<file path="src/rtl/mwm_pkg.sv">
package mwm_pkg;

    localparam int CMD_W    = 16;
    localparam int CFG_W    = 16;
    localparam int IDX_W    = 4;
    localparam int WHL_W    = 33;
    localparam int MAG_W    = 31;
    localparam int PROD_W   = MAG_W + CFG_W;
    localparam int QUO_W    = 16;
    localparam int REM_W    = MAG_W + 1;
    localparam int DIV_STG  = 8;
    localparam int STEPS    = QUO_W / DIV_STG;
    localparam int NWHEEL   = 4;

    localparam logic signed [CMD_W-1:0] ONE_Q14 = 16'sd16384;
    localparam logic [MAG_W-1:0]        ONE_Q22 = 31'd4194304;

    localparam logic [IDX_W-1:0] REG_TURN_GAIN = 4'd0;
    localparam logic [IDX_W-1:0] REG_PWM_SCALE = 4'd1;

    localparam logic [CFG_W-1:0] TURN_GAIN_RST = 16'd512;
    localparam logic [CFG_W-1:0] PWM_SCALE_RST = 16'd255;

    function automatic logic signed [CMD_W-1:0] clamp_q14(input logic signed [CMD_W-1:0] v);
        logic signed [CMD_W-1:0] r;
        r = v;
        if (v > ONE_Q14)
            r = ONE_Q14;
        else if (v < -ONE_Q14)
            r = -ONE_Q14;
        return r;
    endfunction

endpackage

</file>
<file path="src/rtl/mwm_div.sv">
module mwm_div
    import mwm_pkg::*;
(
    input  logic              clk,
    input  logic              ce,
    input  logic [PROD_W-1:0] num,
    input  logic [MAG_W-1:0]  den,
    input  logic              neg,
    output logic [QUO_W-1:0]  quo,
    output logic              quo_neg
);

    // stage 0 is the input, stage s+1 the register after s
    logic [MAG_W-1:0]  rem_st [0:DIV_STG];
    logic [QUO_W-1:0]  low_st [0:DIV_STG];
    logic [QUO_W-1:0]  quo_st [0:DIV_STG];
    logic [MAG_W-1:0]  den_st [0:DIV_STG];
    logic              neg_st [0:DIV_STG];

    // quotient never exceeds 16 bits, so the upper part starts below den
    assign rem_st[0] = num[PROD_W-1:QUO_W];
    assign low_st[0] = num[QUO_W-1:0];
    assign quo_st[0] = '0;
    assign den_st[0] = den;
    assign neg_st[0] = neg;

    for (genvar s = 0; s < DIV_STG; s++) begin : g_stg
        logic [MAG_W-1:0] rem_next;
        logic [QUO_W-1:0] low_next;
        logic [QUO_W-1:0] quo_next;
        logic [MAG_W-1:0] rem_reg;
        logic [QUO_W-1:0] low_reg;
        logic [QUO_W-1:0] quo_reg;
        logic [MAG_W-1:0] den_reg;
        logic             neg_reg;

        always_comb
        begin
            logic [REM_W-1:0] t;
            rem_next = rem_st[s];
            low_next = low_st[s];
            quo_next = quo_st[s];
            for (int k = 0; k < STEPS; k++)
            begin
                t = {rem_next, low_next[QUO_W-1]};
                low_next = {low_next[QUO_W-2:0], 1'b0};
                if (t >= {1'b0, den_st[s]})
                begin
                    t = t - {1'b0, den_st[s]};
                    quo_next = {quo_next[QUO_W-2:0], 1'b1};
                end
                else
                begin
                    quo_next = {quo_next[QUO_W-2:0], 1'b0};
                end
                rem_next = t[MAG_W-1:0];
            end
        end

        always_ff @(posedge clk)
        begin
            if (ce)
            begin
                rem_reg <= rem_next;
                low_reg <= low_next;
                quo_reg <= quo_next;
                den_reg <= den_st[s];
                neg_reg <= neg_st[s];
            end
        end

        assign rem_st[s+1] = rem_reg;
        assign low_st[s+1] = low_reg;
        assign quo_st[s+1] = quo_reg;
        assign den_st[s+1] = den_reg;
        assign neg_st[s+1] = neg_reg;
    end

    assign quo     = quo_st[DIV_STG];
    assign quo_neg = neg_st[DIV_STG];

endmodule

</file>
<file path="config.mk">
export PLATFORM = sky130hd
export DESIGN_NAME = mwm_div
export DESIGN_NICKNAME = d
export VERILOG_FILES = /design/src/rtl/mwm_pkg.sv /design/src/rtl/mwm_div.sv
export SDC_FILE = /design/constraint.sdc
export NUM_CORES = 2
export LEC_CHECK = 0
export BUFFER_PORTS_ARGS = -buffer_cell sky130_fd_sc_hd__buf_2
export CAP_MARGIN = 20
export CORE_ASPECT_RATIO = 1.1
export CORE_MARGIN = 2
export CORE_UTILIZATION = 55
export CTS_CLUSTER_SIZE = 30
export DETAILED_ROUTE_END_ITERATION = 8
export PLACE_DENSITY = 0.71
export SETUP_SLACK_MARGIN = 0.15
export SLEW_MARGIN = 20
export SYNTH_ARGS = -nofsm -noshare
export SYNTH_HDL_FRONTEND = slang
export SYNTH_SLANG_ARGS = --single-unit
</file>
<file path="constraint.sdc">
create_clock -name clk -period 19.09 [get_ports clk]
set_input_delay 2.8635 -clock clk [delete_from_list [all_inputs] [get_ports clk]]
set_output_delay 2.8635 -clock clk [all_outputs]
set_load 0.02 [all_outputs]
</file>
After elaboration in Yosys (flattened, before gate mapping)
Index checks and enable logic that the tools add are counted.
Operators by class
  muxes and demuxes: 31
  $lt $le $gt $ge: 16
  add/sub/neg operators: 15
Operator list (count)
  32-bit by 31-bit greater-or-equal comparator with 1-bit output: 16
  31-bit 2-to-1 mux: 15
  31-bit subtractor: 15
  1-bit 2-to-1 mux: 16
Storage, ports and cells
  register bits: 570
  input bits: 81
  output and inout port bits: 17
  logic and storage cells: 99

Longest topological paths before layout
  depth in word-level cells: 4
  mapped depth: 28
  mapped depth without buffers: 25

Worst setup path after synthesis
No wires, ideal clock.
  path type: input -> register
  from: in num[15]
  to: reg g_stg[0].rem_reg[29], data pin
  stages: 27
  setup time: 0.260 ns
  data required time: 18.830 ns
  path buffers: 3
  path slack: 10.893 ns
  arrival: 7.937 ns
  cells stage by stage: inv_1 > ha_1 > inv_1 > fa_1 > a21o_1 > a31oi_1 > o2111ai_1 > o211ai_2 > a211oi_1 > or2_1 > buf_2 > buf_2 > buf_1 > nand2_1 > o21ai_0 > inv_1 > ha_1 > nor2b_1 > o31a_1 > o21ai_0 > nand2b_1 > a211o_1 > a311o_1 > a2111o_1 > a31oi_1 > xnor2_1 > mux2_2
On the way
  word-level cells in the longest chain between the ends: 4
  elaborated cells between the ends (all ways): 6
  those cells by class: add/sub: 2; order compare: 2; mux: 2
RTL lines
  start, declared: line mwm_div.sv:6  | input logic [PROD_W-1:0] num,
  31-bit subtractor or 32-bit by 31-bit greater-or-equal comparator with 1-bit output (tied branches): line mwm_div.sv:49, mwm_div.sv:47
  31-bit 2-to-1 mux (*): line mwm_div.sv:47  | if (t >= {1'b0, den_st[s]})
  31-bit subtractor or 32-bit by 31-bit greater-or-equal comparator with 1-bit output (tied branches): line mwm_div.sv:49, mwm_div.sv:47
  31-bit 2-to-1 mux (*): line mwm_div.sv:47
  end signal, assigned: line mwm_div.sv:64  | rem_reg <= rem_next;
  end, declared: line mwm_div.sv:31  | logic [MAG_W-1:0] rem_reg;
Every way passes the cells marked *; elsewhere a longest branch is shown, timed or not.
A chain may end at the register's enable or synchronous reset.

Worst setup path in the final report
  from: in num[15]
  to: reg g_stg[0].rem_reg[16], data pin
Same word-level chain as after synthesis.

==> metrics.txt <==
vias per cell=~5.9; total grt overflow=0; Final Util=0.5987; num ports=between 90 and 100; setup TNS=0 ps; Bufs and invs on worst path=5; worst-path cell chain=buf_2 -> inv_1 -> ha_1 -> inv_1 -> fa_1 -> a21o_1 -> a31oi_1 -> o2111ai_1 -> o211ai_2 -> a211oi_1 -> or2_1 -> buf_4 -> mux2_2 -> ha_1 -> nor2b_1 -> o31a_1 -> a21oi_2 -> o21ai_1 -> a2111oi_2 -> o21bai_1 -> a221oi_1 -> o221ai_4 -> buf_4 -> mux2_2; delay-heaviest family, CP=compound AO/OA/AOI/OAI gates; synthesized area=~0.047 sq mm; Max Clk Rate=around 120 MHz; # rows=between 100 and 150; hold path depth=0; Mapped Cells=between 4000 and 5000; worst r2r path cells=23; async set-reset flop share out of synthesis=0; Pre-Repair DR Iteration Count=5; Starting Density=0.5556; antenna violations before repair=1; Clock transition at path regs=approximately 60 ps; Core ar.=0.08478 sq mm; Die Wd=283.0 um; Area contributors post-synth=edfxtp_1 36%, ha_1 13%, mux2_2 5.0%; Synth top area share=0.3633; Final #Nets=around 5600; Routed WL=116600 um; FF-to-FF End=g_stg[4].rem_reg[30]; setup bufs post-CTS=0; CTS Buffer Depth=3; largest net degree at the start of global routing=103; clock latency on the worst-skew pair=~650 ps; Synth Net Count=around 5500; clock skew=~17 ps; synthesis-to-finish area growth=7.756%; Hold Path Class=flip-flop to flip-flop; required time of the critical path=about 20000 ps; CP Data Arrival Time=about 9000 ps; # DRC=0; Max FO, Critical Path=44; dpl ws=between 9000 and 10000 ps; vias in the first global route=roughly 37000; DR WL/cell=approximately 19 um; synth cell count leaders=570 x edfxtp_1, 496 x ha_1, 465 x a21oi_1, 384 x inv_1, 361 x nand2_1; Clock Tree Root=clkbuf_16; detailed placement HPWL=approximately 95000 um; status=complete, no violations; top-count cell post-synth=edfxtp_1; Yosys cell types=between 90 and 100; CTS tree=built; CP endpoint kind=flip-flop; post-route setup slack=~10000 ps; Port Buffer Count=97; Die ar.=0.08801 sq mm; Post-CTS Resized=0; register bit count reported by yosys=570; Max Cap Viol=0; gr usage total=0.2598; Slew Viols, Final=0; Primary FF master, synth=edfxtp_1; first-pass GRT wire length=roughly 180000 um; CP Class=primary input to flip-flop; Fin. Hold Viols=0; Syn Area/Cell=around 9.6 sq um; total CTS buffers=between 60 and 70; CTS sink count=570; origin of the critical flop-to-flop path=g_stg[3].low_reg[15]; register area share after synthesis=0.3633; final critical-path share of the clock period=0.4522; Max stage delay cell, worst path=a2111oi_2; Yosys warning total=0; min cycle time layout=about 8600 ps; HP Start=g_stg[2].low_reg[13]; Vias=approximately 36000; Crit path largest cell delay=~470 ps; die height=slightly above 300 um; H-tree depth=2; leading area contributor after synthesis=edfxtp_1; Final Wtd Congestion=~1; slew margin rel.=0.2327; 1st-iter DRT viols=1671; # hold bufs at CTS=0; Worst Max-Slew Pin Slew=between 1000 and 1500 ps; share of cells above drive strength 1=0.1020; Reg2Reg Setup Slack=around 11000 ps; element type at the critical path start=primary input; RSZ-0062 raised after global routing=false; Routed Antenna Nets=0; # diodes=0; WHS Endpoint=g_stg[3].low_reg[15]; Final Setup Violations=0; number of synthesized flops with an enable pin=570
## layer usage
| layer | global-route usage | wire length, um | share of wire |
|---|---|---|---|
| met1 | 0.2536 | 42820 | 0.37 |
| met2 | 0.5185 | 63100 | 0.54 |
| met3 | 0.02097 | 2542 | 0.022 |
| met4 | 0.1657 | 8145 | 0.070 |
| met5 | 0 | 0 | 0 |
## how the worst max path moves through the flow
stage,start,to,slack (ps),depth (start not counted)
floorplan,num[15],g_stg[0].rem_reg[29],10890,27
global placement,num[15],g_stg[0].rem_reg[4],9860,20
detailed placement,num[15],g_stg[0].rem_reg[4],9730,20
CTS,num[15],g_stg[0].rem_reg[16],10380,20
global route,num[15],g_stg[0].rem_reg[29],10090,25
finish,num[15],g_stg[0].rem_reg[16],10460,24
## per-stage QoR
stage | hold slack [ps] | area (sq um) | cells
finish | 408.0 | 50760 | 6171
global route | 421.2 | 50760 | 6171
CTS | 396.4 | 50760 | 6171
floorplan | 400.3 | 47110 | 4904
global placement | 401.1 | 48790 | 6061
detailed placement | 404.5 | 48790 | 6061
## kinds of logic after synthesis
| kind of cell | Yosys count | share of synthesized area |
|---|---|---|
| AOI/OAI and AO/OA | 1481 | 0.2023 |
| xor gates and xnor gates | 370 | 0.06879 |
| adders and majority gates | 511 | 0.1381 |
| buffers and inverters | 496 | 0.04151 |
| DFF | 570 | 0.3633 |
| muxes | 266 | 0.06430 |
| and+or+nand+nor | 1210 | 0.1216 |
## placed cells by master, fill, tap and decap left out, types with 21 or more instances in the layout
cell type and n:
xnor2_1 247, and2_1 21, xor2_1 123, a21o_1 182, nand2b_1 51, a21oi_1 465, edfxtp_1 570, nor3_1 75
a211oi_1 55, o21bai_1 64, o21ai_0 300, nor2b_1 57, o211ai_1 32, buf_4 29, nand4_1 73, nand2_1 361
mux2i_1 21, o21a_1 69, nand3_1 83, buf_2 96, mux2_2 211, a31oi_1 51, clkbuf_16 62, nor2_1 345
ha_1 496, inv_1 384, o31ai_1 27, and3_1 34
## area by class of cell
type	instances	area (sq um)
inverters	387	1453
clock inverters	42	392.9
flip-flops and latches	570	17120
repair buffers	126	713.2
clock buffers	68	1574
multi-input cells	3838	28090
well taps	1140	1426
fillers	7406	34020
Power is not shown: default switching activity piles up to over one toggle a cycle in this logic, so the estimate is an artifact.
